## src/sv/assert_macros.svh

```systemverilog
// Assertion macros shared by the echo block.
// Define ASSERT_OFF to compile the checks out.
`ifndef ASSERT_MACROS_SVH
`define ASSERT_MACROS_SVH

`ifndef ASSERT_OFF
`define ASSERT_IMPLIES(label, clk, rst_n, pre, post) \
    label: assert property (@(posedge clk) disable iff (!(rst_n)) (pre) |-> (post)) \
        else $error("assertion failed");
`define ASSERT_NEXT(label, clk, rst_n, pre, post) \
    label: assert property (@(posedge clk) disable iff (!(rst_n)) (pre) |=> (post)) \
        else $error("assertion failed");
`else
`define ASSERT_IMPLIES(label, clk, rst_n, pre, post)
`define ASSERT_NEXT(label, clk, rst_n, pre, post)
`endif

`endif

```

## src/sv/sec_pkg.sv

```systemverilog
// Package for the stereo echo block: widths, limits, register codes and
// the control and status structs between history store and top level.
package sec_pkg;

    localparam int SAMPLE_BITS = 16;
    localparam int MAX_DELAY   = 131072;
    localparam int ADDR_W      = $clog2(MAX_DELAY);
    localparam int SEEN_W      = $clog2(MAX_DELAY + 1);
    localparam int DELAY_W     = 17;
    localparam int GAIN_W      = 16;
    localparam int GAIN_FRAC   = 15;
    localparam int CFG_IDX_W   = 8;
    localparam int CFG_DATA_W  = DELAY_W;
    localparam int PROD_W      = SAMPLE_BITS + GAIN_W + 1;

    localparam logic [CFG_IDX_W-1:0] REG_DELAY = CFG_IDX_W'(0);
    localparam logic [CFG_IDX_W-1:0] REG_GAIN  = CFG_IDX_W'(1);

    typedef logic signed [SAMPLE_BITS-1:0] sample_t;

    typedef struct packed {
        logic load;
        logic last;
    } hist_ctl_t;

    typedef struct packed {
        logic [ADDR_W-1:0] wr_ptr;
        logic [SEEN_W-1:0] seen;
    } hist_stat_t;

endpackage

```

## src/sv/sec_lane.sv

```systemverilog
// One channel lane: registered gain product, then truncation toward zero,
// add and saturation. Depends on sec_pkg.
module sec_lane (
    input  logic                        aclk,
    input  logic                        load,
    input  sec_pkg::sample_t            cur,
    input  sec_pkg::sample_t            src,
    input  logic [sec_pkg::GAIN_W-1:0]  gain,
    output sec_pkg::sample_t            mixed
);
    import sec_pkg::*;

    localparam int SCALED_W = PROD_W - GAIN_FRAC;
    localparam int SUM_W    = SCALED_W + 1;

    logic signed [PROD_W-1:0]   prod_reg;
    sample_t                    cur_reg;
    logic signed [PROD_W-1:0]   prod_adj;
    logic signed [SCALED_W-1:0] scaled;
    logic signed [SUM_W-1:0]    sum;
    logic signed [SUM_W-1:0]    sat_hi, sat_lo;

    always_ff @(posedge aclk) begin
        if (load) begin
            prod_reg <= PROD_W'(src) * $signed({1'b0, gain});
            cur_reg  <= cur;
        end
    end

    always_comb begin
        // bias negatives so the shift rounds toward zero
        if (prod_reg[PROD_W-1]) begin
            prod_adj = prod_reg + PROD_W'((1 << GAIN_FRAC) - 1);
        end else begin
            prod_adj = prod_reg;
        end
        scaled = SCALED_W'(prod_adj >>> GAIN_FRAC);
        sum    = SUM_W'(cur_reg) + SUM_W'(scaled);
        sat_hi = SUM_W'((1 << (SAMPLE_BITS - 1)) - 1);
        sat_lo = -sat_hi - SUM_W'(1);
        if (sum > sat_hi) begin
            mixed = sample_t'(sat_hi);
        end else if (sum < sat_lo) begin
            mixed = sample_t'(sat_lo);
        end else begin
            mixed = sample_t'(sum);
        end
    end

endmodule

```

## config.mk

```make
export PLATFORM = sky130hd
export DESIGN_NAME = sec_lane
export DESIGN_NICKNAME = d
export VERILOG_FILES = /design/src/sv/assert_macros.svh /design/src/sv/sec_pkg.sv /design/src/sv/sec_lane.sv
export SDC_FILE = /design/constraint.sdc
export NUM_CORES = 1
export LEC_CHECK = 0
export BUFFER_PORTS_ARGS = -buffer_cell sky130_fd_sc_hd__buf_2
export CORE_MARGIN = 5
export CORE_UTILIZATION = 60
export CTS_BUF_LIST = sky130_fd_sc_hd__clkbuf_4 sky130_fd_sc_hd__clkbuf_8
export CTS_CLUSTER_SIZE = 14
export DETAILED_ROUTE_END_ITERATION = 10
export PLACE_DENSITY = 0.79
export SETUP_SLACK_MARGIN = 0.1
export SYNTH_ARGS = -nofsm -noshare
export SYNTH_HDL_FRONTEND = slang
export SYNTH_SLANG_ARGS = --single-unit
```

## constraint.sdc

```tcl
create_clock -name aclk -period 21.2 [get_ports aclk]
set_input_delay 4.24 -clock aclk [delete_from_list [all_inputs] [get_ports aclk]]
set_output_delay 4.24 -clock aclk [all_outputs]
set_load 0.01 [all_outputs]
```

==> metrics, run 1 <==
outcome=complete, no violations; via density per instance=5.53; starting utilization of the core area=0.608; initial antenna violation count=0; fin crit period=9.78 ns; Worst Setup Path Type=input pin to register; count of unique library cells instantiated by Yosys=58; post-synthesis async set-or-reset flop share=0; number of vias in the routed layout=8744; layout overhead on the synthesized area=4.81%; mean instance size in the synthesized netlist=9.18 µm²; number of buffers added for setup after CTS=0; Horiz. Die Dim=150 µm; number of cells after detailed placement=1572; final hold violation count=0; fin crit share=0.461; cell at the slowest stage of the critical path=sky130_fd_sc_hd__fa_1; number of flops mapped to enable cells by yosys=49; area of the placeable core=19400 µm²; HPWL Detailed=21.4 mm; Mapped Area=11800 µm²; filler-free cell count of the finished design=1580; global-route wire length before repair=43.1 mm; Crit path arrival time=9.82 ns; Least-Margin Pin Slew=1.08 ns; Final TNS setup=0 ns; maximum cell stage delay along the critical path=0.52 ns; maximum number of pins on one net before global-route repair=50; global-route usage over all layers=0.238; instance count of the mapped netlist=1285; maximum clock rate=0.102 GHz; maximum buffer depth of the clock tree=2; I/O pin count=66; ordered cell list for the critical path=buf_2 > nand2_1 > fa_1 > fa_1 > fa_1 > inv_1 > fa_1 > fa_1 > inv_1 > fa_1 > inv_1 > ha_1 > a21oi_1 > o21ai_0 > a21o_1 > a221oi_2 > o2111ai_1 > and2_1 > a31oi_1 > xnor2_1; footprint of the flip-flops and latches=1470 µm²; post-route ant nets=0; sum of overflow across all layers after global routing=0; share of final-layout standard cells stronger than drive strength 1=0.0692; highest layer used for signal routing=met4; number of warnings issued by yosys=0; startpoint types=input pin; number of synthesized register bits=49; IO buf count=65; number of endpoints failing setup at the final stage=0; most instantiated flip-flop cell in the synthesis netlist=sky130_fd_sc_hd__edfxtp_1; DIE HEIGHT=150 µm; register area share after synthesis=0.125; unrepaired setup endpoints after global routing=no; total area of multi-input combinational cells=9140 µm²; sum of routed wire segments on met1=10.9 mm; CTS resizes=0; DRC errors left=0; Max-Cap Viols=0; data required time of the critical path=21.24 ns; clock slew at the register clock pins of the worst setup and hold paths=0.09 ns; Worst slew margin=0.282; number of buffers inserted by hold repair at cts=0; worst hold path class=input pin to register; number of flip-flops in the largest register=33; overall routed net length=25.9 mm; antenna fix cells=0; number of nets in the finished design=1699; via count of the first global-routing pass=9007; TritonCTS clock tree=built; number of DRC markers in iteration 0=425; Detail Route met2 WL=13.0 mm; Post-Syn Nets=1670; number of clock sinks=49; final-layout fill cell count=1623; iteration count of the initial detailed-routing pass=5; H-Tree Depth=2; CTS Root Cell=sky130_fd_sc_hd__clkbuf_8; element type at the critical path end=register; final count of pins violating max slew=0; Routed wire per std cell=16.4 µm; DIE AREA=22600 µm²; weighted congestion at the end of routability-driven global placement=0.903; met3 wire len=1.55 mm; maximum net fanout on the critical path=16; Core Rows=51; most frequent cell on the critical path=sky130_fd_sc_hd__fa_1; CTS Buf Count=5
[kinds of logic (layout without fill, tap and decap cells)]
logic type	count (synthesis)	after routing	share of synthesized area
AND/OR/NAND/NOR	371	371	0.161
adder cells (fa/ha/maj)	335	335	0.479
buffers and inverters	312	342	0.101
AO/OA/AOI/OAI	157	157	0.0883
XOR/XNOR	61	61	0.0459
flip-flops	49	49	0.125
[layout make-up]
cell class                 count  share of cell area
timing repair buffer          65              0.0263
clock buffer                   6             0.00617
inverter                     269              0.0816
tap                          265              0.0268
sequential                    49               0.119
clock inverter                 2             0.00121
multi-input combinational    924               0.739
[cells in the mapped netlist (4+ instances only)]
cell type | count | share of area
sky130_fd_sc_hd__a31oi_1 | 5 | 0.0027
sky130_fd_sc_hd__ha_1 | 140 | 0.15
sky130_fd_sc_hd__xnor2_1 | 36 | 0.027
sky130_fd_sc_hd__a21o_1 | 17 | 0.011
sky130_fd_sc_hd__nand3_1 | 12 | 0.0051
sky130_fd_sc_hd__o21a_1 | 7 | 0.0045
sky130_fd_sc_hd__clkbuf_1 | 37 | 0.012
sky130_fd_sc_hd__nor4_1 | 4 | 0.0021
sky130_fd_sc_hd__nand4_1 | 11 | 0.0058
sky130_fd_sc_hd__a211oi_1 | 4 | 0.0025
sky130_fd_sc_hd__nor3_1 | 10 | 0.0042
sky130_fd_sc_hd__o21ai_0 | 29 | 0.012
sky130_fd_sc_hd__and3_1 | 5 | 0.0027
sky130_fd_sc_hd__a21oi_1 | 47 | 0.020
sky130_fd_sc_hd__xor2_1 | 24 | 0.018
sky130_fd_sc_hd__edfxtp_1 | 49 | 0.12
sky130_fd_sc_hd__o211ai_1 | 5 | 0.0032
sky130_fd_sc_hd__nand2b_1 | 14 | 0.0074
sky130_fd_sc_hd__inv_1 | 269 | 0.086
sky130_fd_sc_hd__and2_1 | 139 | 0.074
sky130_fd_sc_hd__o21bai_1 | 11 | 0.0070
sky130_fd_sc_hd__nand2_1 | 135 | 0.043
sky130_fd_sc_hd__nor2_1 | 28 | 0.0089
sky130_fd_sc_hd__fa_1 | 195 | 0.33
[placed cells by master (no fill, tap or decap), types with 5 or more instances in the layout]
master                     netlist  layout
sky130_fd_sc_hd__inv_1         269     269
sky130_fd_sc_hd__fa_1          195     195
sky130_fd_sc_hd__ha_1          140     140
sky130_fd_sc_hd__and2_1        139     139
sky130_fd_sc_hd__nand2_1       135     135
sky130_fd_sc_hd__buf_2           3      65
sky130_fd_sc_hd__edfxtp_1       49      49
sky130_fd_sc_hd__a21oi_1        47      47
sky130_fd_sc_hd__xnor2_1        36      36
sky130_fd_sc_hd__o21ai_0        29      29
sky130_fd_sc_hd__nor2_1         28      28
sky130_fd_sc_hd__xor2_1         24      24
sky130_fd_sc_hd__a21o_1         17      17
sky130_fd_sc_hd__nand2b_1       14      14
sky130_fd_sc_hd__nand3_1        12      12
sky130_fd_sc_hd__nand4_1        11      11
sky130_fd_sc_hd__o21bai_1       11      11
sky130_fd_sc_hd__nor3_1         10      10
sky130_fd_sc_hd__o21a_1          7       7
sky130_fd_sc_hd__and3_1          5       5
sky130_fd_sc_hd__o211ai_1        5       5
sky130_fd_sc_hd__a31oi_1         5       5
sky130_fd_sc_hd__clkbuf_8        0       5
[critical path: cells and delay by family]
family	cells	cell delay, ns
adder cells (fa/ha/maj)	7	3.32
AO/OA/AOI/OAI	6	1.37
buffers and inverters	4	0.45
AND/OR/NAND/NOR	2	0.34
XOR/XNOR	1	0.11
[worst paths after layout]
check  startpoint                     end  depth (start not counted)
max        src[1]  prod_reg[32]$_DFFE_PP_                         20
min       cur[15]   cur_reg[15]$_DFFE_PP_                          1
[stage by stage]
stage | util | setup WS, ns | hold slack [ns] | cell area, µm²
global route | 0.638 | 11.11 | 4.09 | 12400
finish | 0.638 | 11.42 | 4.11 | 12400
detailed placement | 0.633 | 11.12 | 4.42 | 12300
floorplan | - | 11.50 | 4.34 | 11800
CTS | 0.638 | 11.44 | 4.10 | 12400
global placement | 0.633 | 11.18 | 4.42 | 12300
[per-layer routing]
metal / global-route usage / vias to the layer above
met1: 0.321 / 4332
met4: 0.0581 / 0
met5: 0 / -
met3: 0.0274 / 47
met2: 0.413 / 281
li1: - / 4084
Power of run 1 is left out: the tool's default activity adds up to more than one toggle a clock period on the data nets, which glitch-free logic cannot reach.
==> inputs of run 2 (changes only) <==
ABC_AREA = 1   (was default)
CORE_UTILIZATION = 59   (was 60)
PLACE_DENSITY = 0.8   (was 0.79)
clock period = 8.2 ns   (was 21.2 ns; I/O delays follow)
==> run 2 against run 1 <==
  * Core utilization decreased by 1.7 points
  * Synthesized cell count increased by 27%
  * Routed wire length increased by 10%
  * Critical path type unchanged
  * Largest cell class unchanged
==> metrics, run 2 <==
maximum clock rate=0.145 GHz; fin crit share=0.838; number of flip-flops in the largest register=33 (unchanged); number of endpoints failing setup at the final stage=0 (unchanged); filler-free cell count of the finished design=1920 (+22%); number of vias in the routed layout=10100 (+15%); register area share after synthesis=0.118 (-0.00627); number of synthesized register bits=49 (unchanged); Synth area leaders=sky130_fd_sc_hd__fa_1 31%, sky130_fd_sc_hd__ha_1 14%, sky130_fd_sc_hd__inv_1 14%; maximum number of pins on one net before global-route repair=50 (unchanged); Core Rows=53 (+3.9%); fin crit period=6.87 ns; Critical Path Sink=prod_reg[27]$_DFFE_PP_; DIE HEIGHT=155 µm (+3.2%); element type at the critical path end=register; Post-Syn Nets=2012 (+20%); number of DRC markers in iteration 0=580 (+36%); CTS resizes=0 (unchanged); maximum net fanout on the critical path=16 (unchanged); Max-Cap Viols=0 (unchanged); CTS Root Cell=sky130_fd_sc_hd__clkbuf_8; I/O pin count=66 (unchanged); DRC errors left=0 (unchanged); most instantiated flip-flop cell in the synthesis netlist=sky130_fd_sc_hd__edfxtp_1; number of nets in the finished design=2029 (+19%); number of flops mapped to enable cells by yosys=49 (unchanged); antenna fix cells=0 (unchanged); DIE AREA=24100 µm² (+6.6%); H-Tree Depth=2 (unchanged); Crit path arrival time=7.01 ns (-2.81 ns); weighted congestion at the end of routability-driven global placement=0.938 (+3.9%); Horiz. Die Dim=155 µm (+3.2%); number of buffers added for setup after CTS=0 (unchanged); most used cells in the layout excluding fill and tap cells=456 x sky130_fd_sc_hd__inv_1, 417 x sky130_fd_sc_hd__nand2_1, 195 x sky130_fd_sc_hd__fa_1, 140 x sky130_fd_sc_hd__ha_1, 77 x sky130_fd_sc_hd__nor2_1; instance count of the mapped netlist=1627 (+27%); overall routed net length=28.6 mm (+10%); final-layout fill cell count=1923 (+18%); Worst Setup Path Type=input pin to register; HPWL Detailed=24.0 mm (+12%); post-route ant nets=0 (unchanged); Least-Margin Pin Slew=1.08 ns (+0.00455 ns); initial antenna violation count=0 (unchanged); area of the placeable core=20900 µm² (+7.7%); mean instance size in the synthesized netlist=7.64 µm² (-17%); Worst slew margin=0.279 (-0.00303); Final TNS setup=0 ns (unchanged); CTS Buf Count=5 (unchanged); most frequent standard cell in the layout excluding fill and tap cells=sky130_fd_sc_hd__inv_1; startpoint types=input pin; most common cell in the netlist=sky130_fd_sc_hd__inv_1; iteration count of the initial detailed-routing pass=6 (+1); via count of the first global-routing pass=10400 (+15%); count of unique library cells instantiated by Yosys=36 (-38%); layout overhead on the synthesized area=4.32%; via density per instance=5.25 (-5.1%); unrepaired setup endpoints after global routing=no; launching instance or port of the critical path=gain[7]; global-route wire length before repair=48.4 mm (+12%); data required time of the critical path=8.34 ns (-12.90 ns); TritonCTS clock tree=built; starting utilization of the core area=0.595 (-0.0135); Yosys top cell area share=0.314 (-0.0166); Mapped Area=12400 µm² (+5.3%); final count of pins violating max slew=0 (unchanged); maximum buffer depth of the clock tree=2 (unchanged); clock slew at the register clock pins of the worst setup and hold paths=0.11 ns (+0.02 ns); most area-hungry cell type in the Yosys netlist=sky130_fd_sc_hd__fa_1; sum of overflow across all layers after global routing=0 (unchanged); worst hold path class=input pin to register; post-synthesis async set-or-reset flop share=0 (unchanged); outcome=complete, no violations; number of warnings issued by yosys=0 (unchanged); IO buf count=65 (unchanged); number of cells after detailed placement=1912 (+22%); number of buffers inserted by hold repair at cts=0 (unchanged); global-route usage over all layers=0.245 (+0.00671); share of final-layout standard cells stronger than drive strength 1=0.0596 (-0.00963); number of clock sinks=49 (unchanged); final hold violation count=0 (unchanged); Routed wire per std cell=14.9 µm (-9.2%); commonest cells in the netlist=456 x sky130_fd_sc_hd__inv_1, 417 x sky130_fd_sc_hd__nand2_1, 195 x sky130_fd_sc_hd__fa_1
## run 2: cell count changes after synthesis, moves of 21 or more
cell	change
sky130_fd_sc_hd__nand3_1	+21
sky130_fd_sc_hd__inv_1	+187
sky130_fd_sc_hd__nor2_1	+49
sky130_fd_sc_hd__and2_1	-138
sky130_fd_sc_hd__nand2_1	+282
sky130_fd_sc_hd__xnor2_1	-21
## run 2: layout make-up
class | instances | area [µm²] | share of cell area
clock inverters | 3 | 28.8 | 0.00222
repair buffers | 65 | 325 | 0.0251
inverters | 457 | 1720 | 0.132
clock buffers | 5 | 68.8 | 0.00531
well taps | 275 | 344 | 0.0265
flip-flops and latches | 49 | 1470 | 0.114
multi-input cells | 1066 | 9010 | 0.695
## run 2: cells by family (layout without fill, tap and decap cells)
| group | Yosys count | in the layout | synth area share |
|---|---|---|---|
| compound gates | 94 | 94 | 0.0411 |
| fa+ha+maj | 335 | 335 | 0.455 |
| xor+xnor | 54 | 54 | 0.0381 |
| simple gates | 583 | 583 | 0.191 |
| flops | 49 | 49 | 0.118 |
| buf+inv | 512 | 530 | 0.157 |
## run 2: worst min-delay path by stage
stage            start                     to  depth (start not counted)
2_1_floorplan   cur[0]   cur_reg[0]$_DFFE_PP_                          0
3_3_place_gp    cur[6]   cur_reg[6]$_DFFE_PP_                          1
3_5_place_dp    cur[2]   cur_reg[2]$_DFFE_PP_                          1
4_1_cts        cur[14]  cur_reg[14]$_DFFE_PP_                          1
5_1_grt         cur[6]   cur_reg[6]$_DFFE_PP_                          1
6_report        cur[6]   cur_reg[6]$_DFFE_PP_                          1
## run 2: metrics by stage
step | util | setup WS, ns | instance area, µm² | hold WS [ns]
after CTS | 0.620 | 1.33 | 13000 | 1.49
after global routing | 0.620 | 1.06 | 13000 | 1.48
after global placement | 0.616 | 1.05 | 12900 | 1.82
final | 0.620 | 1.33 | 13000 | 1.49
after floorplan | - | 1.37 | 12400 | 1.74
after detailed placement | 0.616 | 1.01 | 12900 | 1.82
## run 2: worst max-delay path: stages
cell,delay [ns]
sky130_fd_sc_hd__buf_2,0.34
sky130_fd_sc_hd__nand2_1,0.14
sky130_fd_sc_hd__fa_1,0.55
sky130_fd_sc_hd__inv_1,0.06
sky130_fd_sc_hd__fa_1,0.50
sky130_fd_sc_hd__inv_1,0.05
sky130_fd_sc_hd__fa_1,0.53
sky130_fd_sc_hd__inv_1,0.05
sky130_fd_sc_hd__fa_1,0.45
sky130_fd_sc_hd__fa_1,0.49
sky130_fd_sc_hd__inv_1,0.05
sky130_fd_sc_hd__fa_1,0.47
sky130_fd_sc_hd__inv_1,0.04
sky130_fd_sc_hd__ha_1,0.36
sky130_fd_sc_hd__nand2_1,0.10
sky130_fd_sc_hd__nor2_1,0.20
sky130_fd_sc_hd__inv_1,0.08
sky130_fd_sc_hd__o21ai_0,0.25
sky130_fd_sc_hd__nand2_1,0.08
sky130_fd_sc_hd__nand3_1,0.17
sky130_fd_sc_hd__nand2_1,0.09
sky130_fd_sc_hd__nand2_1,0.08
sky130_fd_sc_hd__xor2_1,0.24
## run 2: layer usage
metal / part of all wire / track usage / routed length [µm]
met3: 0.058 / 0.0239 / 1650
met5: 0 / 0 / 0
met1: 0.41 / 0.320 / 11700
met4: 0.039 / 0.0883 / 1130
met2: 0.50 / 0.424 / 14200
Power of run 2 is left out for the same reason.
==> inputs of run 3 (changes only) <==
ABC_AREA = 0   (was 1)
PLACE_DENSITY = 0.81   (was 0.8)
clock period = 5.8 ns   (was 8.2 ns; I/O delays follow)
==> run 3 against run 2 <==
  * The flow now finishes with violations (setup timing)
  * Highest routed layer unchanged
  * Flip-flop and latch count unchanged
  * Routed wire length increased by 3.9%
  * Worst hold slack got worse by 0.46 ns
  * First-iteration DRC count decreased by 20%
  * Clock-buffer cell count unchanged
  * Die area decreased by 4.7%
  * Critical path depth decreased by 3
==> metrics, run 3 (synthesis results as in run 1) <==
outcome=finished with violations; violations in the final reports=setup timing; Final Core Density=0.742 (+0.121); TritonCTS clock tree=built; CTS Buf Count=5 (unchanged); layout overhead on the synthesized area=23.1%; Worst Setup Path Type=input pin to register; number of flip-flops in the largest register=33 (unchanged); cell class contributing the biggest share of worst-path delay=adder cells; met1 GRT Util=0.336 (+0.0158); via density per instance=5.49 (+4.5%); GR Layer Usage met3=0.0192 (-0.00477); I/O pin count=66 (unchanged); final-layout fill cell count=1344 (-30%); unrepaired setup endpoints after global routing=yes; post-route ant nets=0 (unchanged); number of buffers inserted by hold repair at cts=0 (unchanged); Placed Area=13500 µm² (+4.8%); overall routed net length=29.8 mm (+3.9%); final count of pins violating max slew=0 (unchanged); most frequent cell on the critical path=sky130_fd_sc_hd__fa_1; final design instance area without fill=14500 µm² (+12%); via count of the first global-routing pass=10300 (-0.80%); most used routing layer=met2; HPWL Detailed=23.9 mm (-0.59%); worst hold path class=input pin to register; DIE AREA=22900 µm² (-4.7%); global-route usage over all layers=0.259 (+0.0139); met2 GRT Util=0.464 (+0.0393); sum of overflow across all layers after global routing=0 (unchanged); most frequent standard cell in the layout excluding fill and tap cells=sky130_fd_sc_hd__inv_1; maximum buffer depth of the clock tree=2 (unchanged); number of clock sinks=49 (unchanged); maximum cell stage delay along the critical path=0.57 ns (+0.02 ns); IO buf count=65 (unchanged); startpoint types=input pin; number of vias in the routed layout=9565 (-5.1%); weighted congestion at the end of routability-driven global placement=0.921 (-1.9%); Least-Margin Pin Slew=1.05 ns (-0.0314 ns); element type at the critical path end=register; starting utilization of the core area=0.602 (+0.00756); DIE HEIGHT=151 µm (-2.4%); Worst slew margin=0.300 (+0.0210); most used cells in the layout excluding fill and tap cells=244 x sky130_fd_sc_hd__inv_1, 183 x sky130_fd_sc_hd__fa_1, 130 x sky130_fd_sc_hd__buf_4, 126 x sky130_fd_sc_hd__nand2_1, 125 x sky130_fd_sc_hd__ha_1; iteration count of the initial detailed-routing pass=5 (-1); PnR worst setup slack=-0.510 ns (-1.84 ns); Hold Path Cell Cnt=1 (unchanged); DRC errors left=0 (unchanged); H-Tree Depth=2 (unchanged); number of endpoints failing setup at the final stage=18 (+18); global-route wire length before repair=47.8 mm (-1.2%); Buffers & Inverters on Critical Path=4 (-3); Horiz. Die Dim=151 µm (-2.4%); final hold violation count=0 (unchanged); Crit path arrival time=6.37 ns (-0.64 ns); data required time of the critical path=5.86 ns (-2.48 ns); cell at the slowest stage of the critical path=sky130_fd_sc_hd__fa_1; initial antenna violation count=1 (+1); maximum net fanout on the critical path=7 (-9); fin crit period=6.31 ns; maximum number of pins on one net before global-route repair=50 (unchanged); fin crit share=1.09; worst slack after detailed placement=-0.876 ns (-1.89 ns); clock slew at the register clock pins of the worst setup and hold paths=0.09 ns (-0.02 ns); Core Rows=51 (-3.8%); area of the placeable core=19600 µm² (-6.2%); worst hold slack across all endpoints=1.03 ns (-0.461 ns); maximum clock rate=0.158 GHz; logic depth of the worst path, buffers included=20 (-13%); number of nets in the finished design=1862 (-8.2%); share of final-layout standard cells stronger than drive strength 1=0.259 (+0.199); ordered cell list for the critical path=buf_8 > and2_4 > fa_1 > inv_2 > fa_2 > fa_2 > fa_1 > inv_2 > fa_1 > fa_1 > ha_4 > a21oi_2 > o21ai_1 > a21o_1 > a221oi_2 > buf_4 > o2111ai_4 > a31o_2 > a21oi_2 > xnor2_1; number of DRC markers in iteration 0=463 (-20%); CTS Root Cell=sky130_fd_sc_hd__clkbuf_8; Routed wire per std cell=17.1 µm (+14%); Max-Cap Viols=0 (unchanged)
run 3: cell types whose count changed in the layout (fill, tap and decap cells not counted), moves of 25 or more:
cell	delta
sky130_fd_sc_hd__nand2_1	-291
sky130_fd_sc_hd__buf_6	+44
sky130_fd_sc_hd__nor2_1	-51
sky130_fd_sc_hd__and2_1	+115
sky130_fd_sc_hd__inv_1	-212
sky130_fd_sc_hd__buf_4	+130
sky130_fd_sc_hd__nand3_1	-25
run 3: worst paths after layout:
check	start	end	slack (ns)
max	gain[7]	prod_reg[30]$_DFFE_PP_	-0.51
min	cur[6]	cur_reg[6]$_DFFE_PP_	1.03
run 3: what timing repair did:
| action | 4_1_cts | 5_1_grt |
|---|---|---|
| cloned | 0 | 1 |
| buffers inserted | 11 | 17 |
| pin swaps | 68 | 67 |
| endpoints found under the setup margin | 36 | 37 |
| gates resized for setup | 122 | 83 |
run 3: per-layer routing:
layer	vias up	wire, µm
met2	308	15700
met4	0	1020
met3	88	1400
met5	-	0
met1	4761	11700
li1	4408	-
run 3: cell type report:
cell class / instances / area, µm² / area share
inverters: 269 / 1010 / 0.0695
flip-flops and latches: 49 / 1470 / 0.101
multi-input cells: 924 / 9750 / 0.671
diodes: 1 / 2.50 / 0.000172
clock buffers: 5 / 68.8 / 0.00474
repair buffers: 228 / 1860 / 0.128
well taps: 265 / 332 / 0.0228
clock inverters: 2 / 38.8 / 0.00267
run 3: per-stage QoR:
stage,TNS [ns],std cells
after floorplan,-4.02,1285
after global placement,-10.52,1707
after detailed placement,-12.33,1707
after CTS,-3.07,1725
after global routing,-7.53,1743
final,-5.12,1743
Power of run 3 is left out for the same reason.
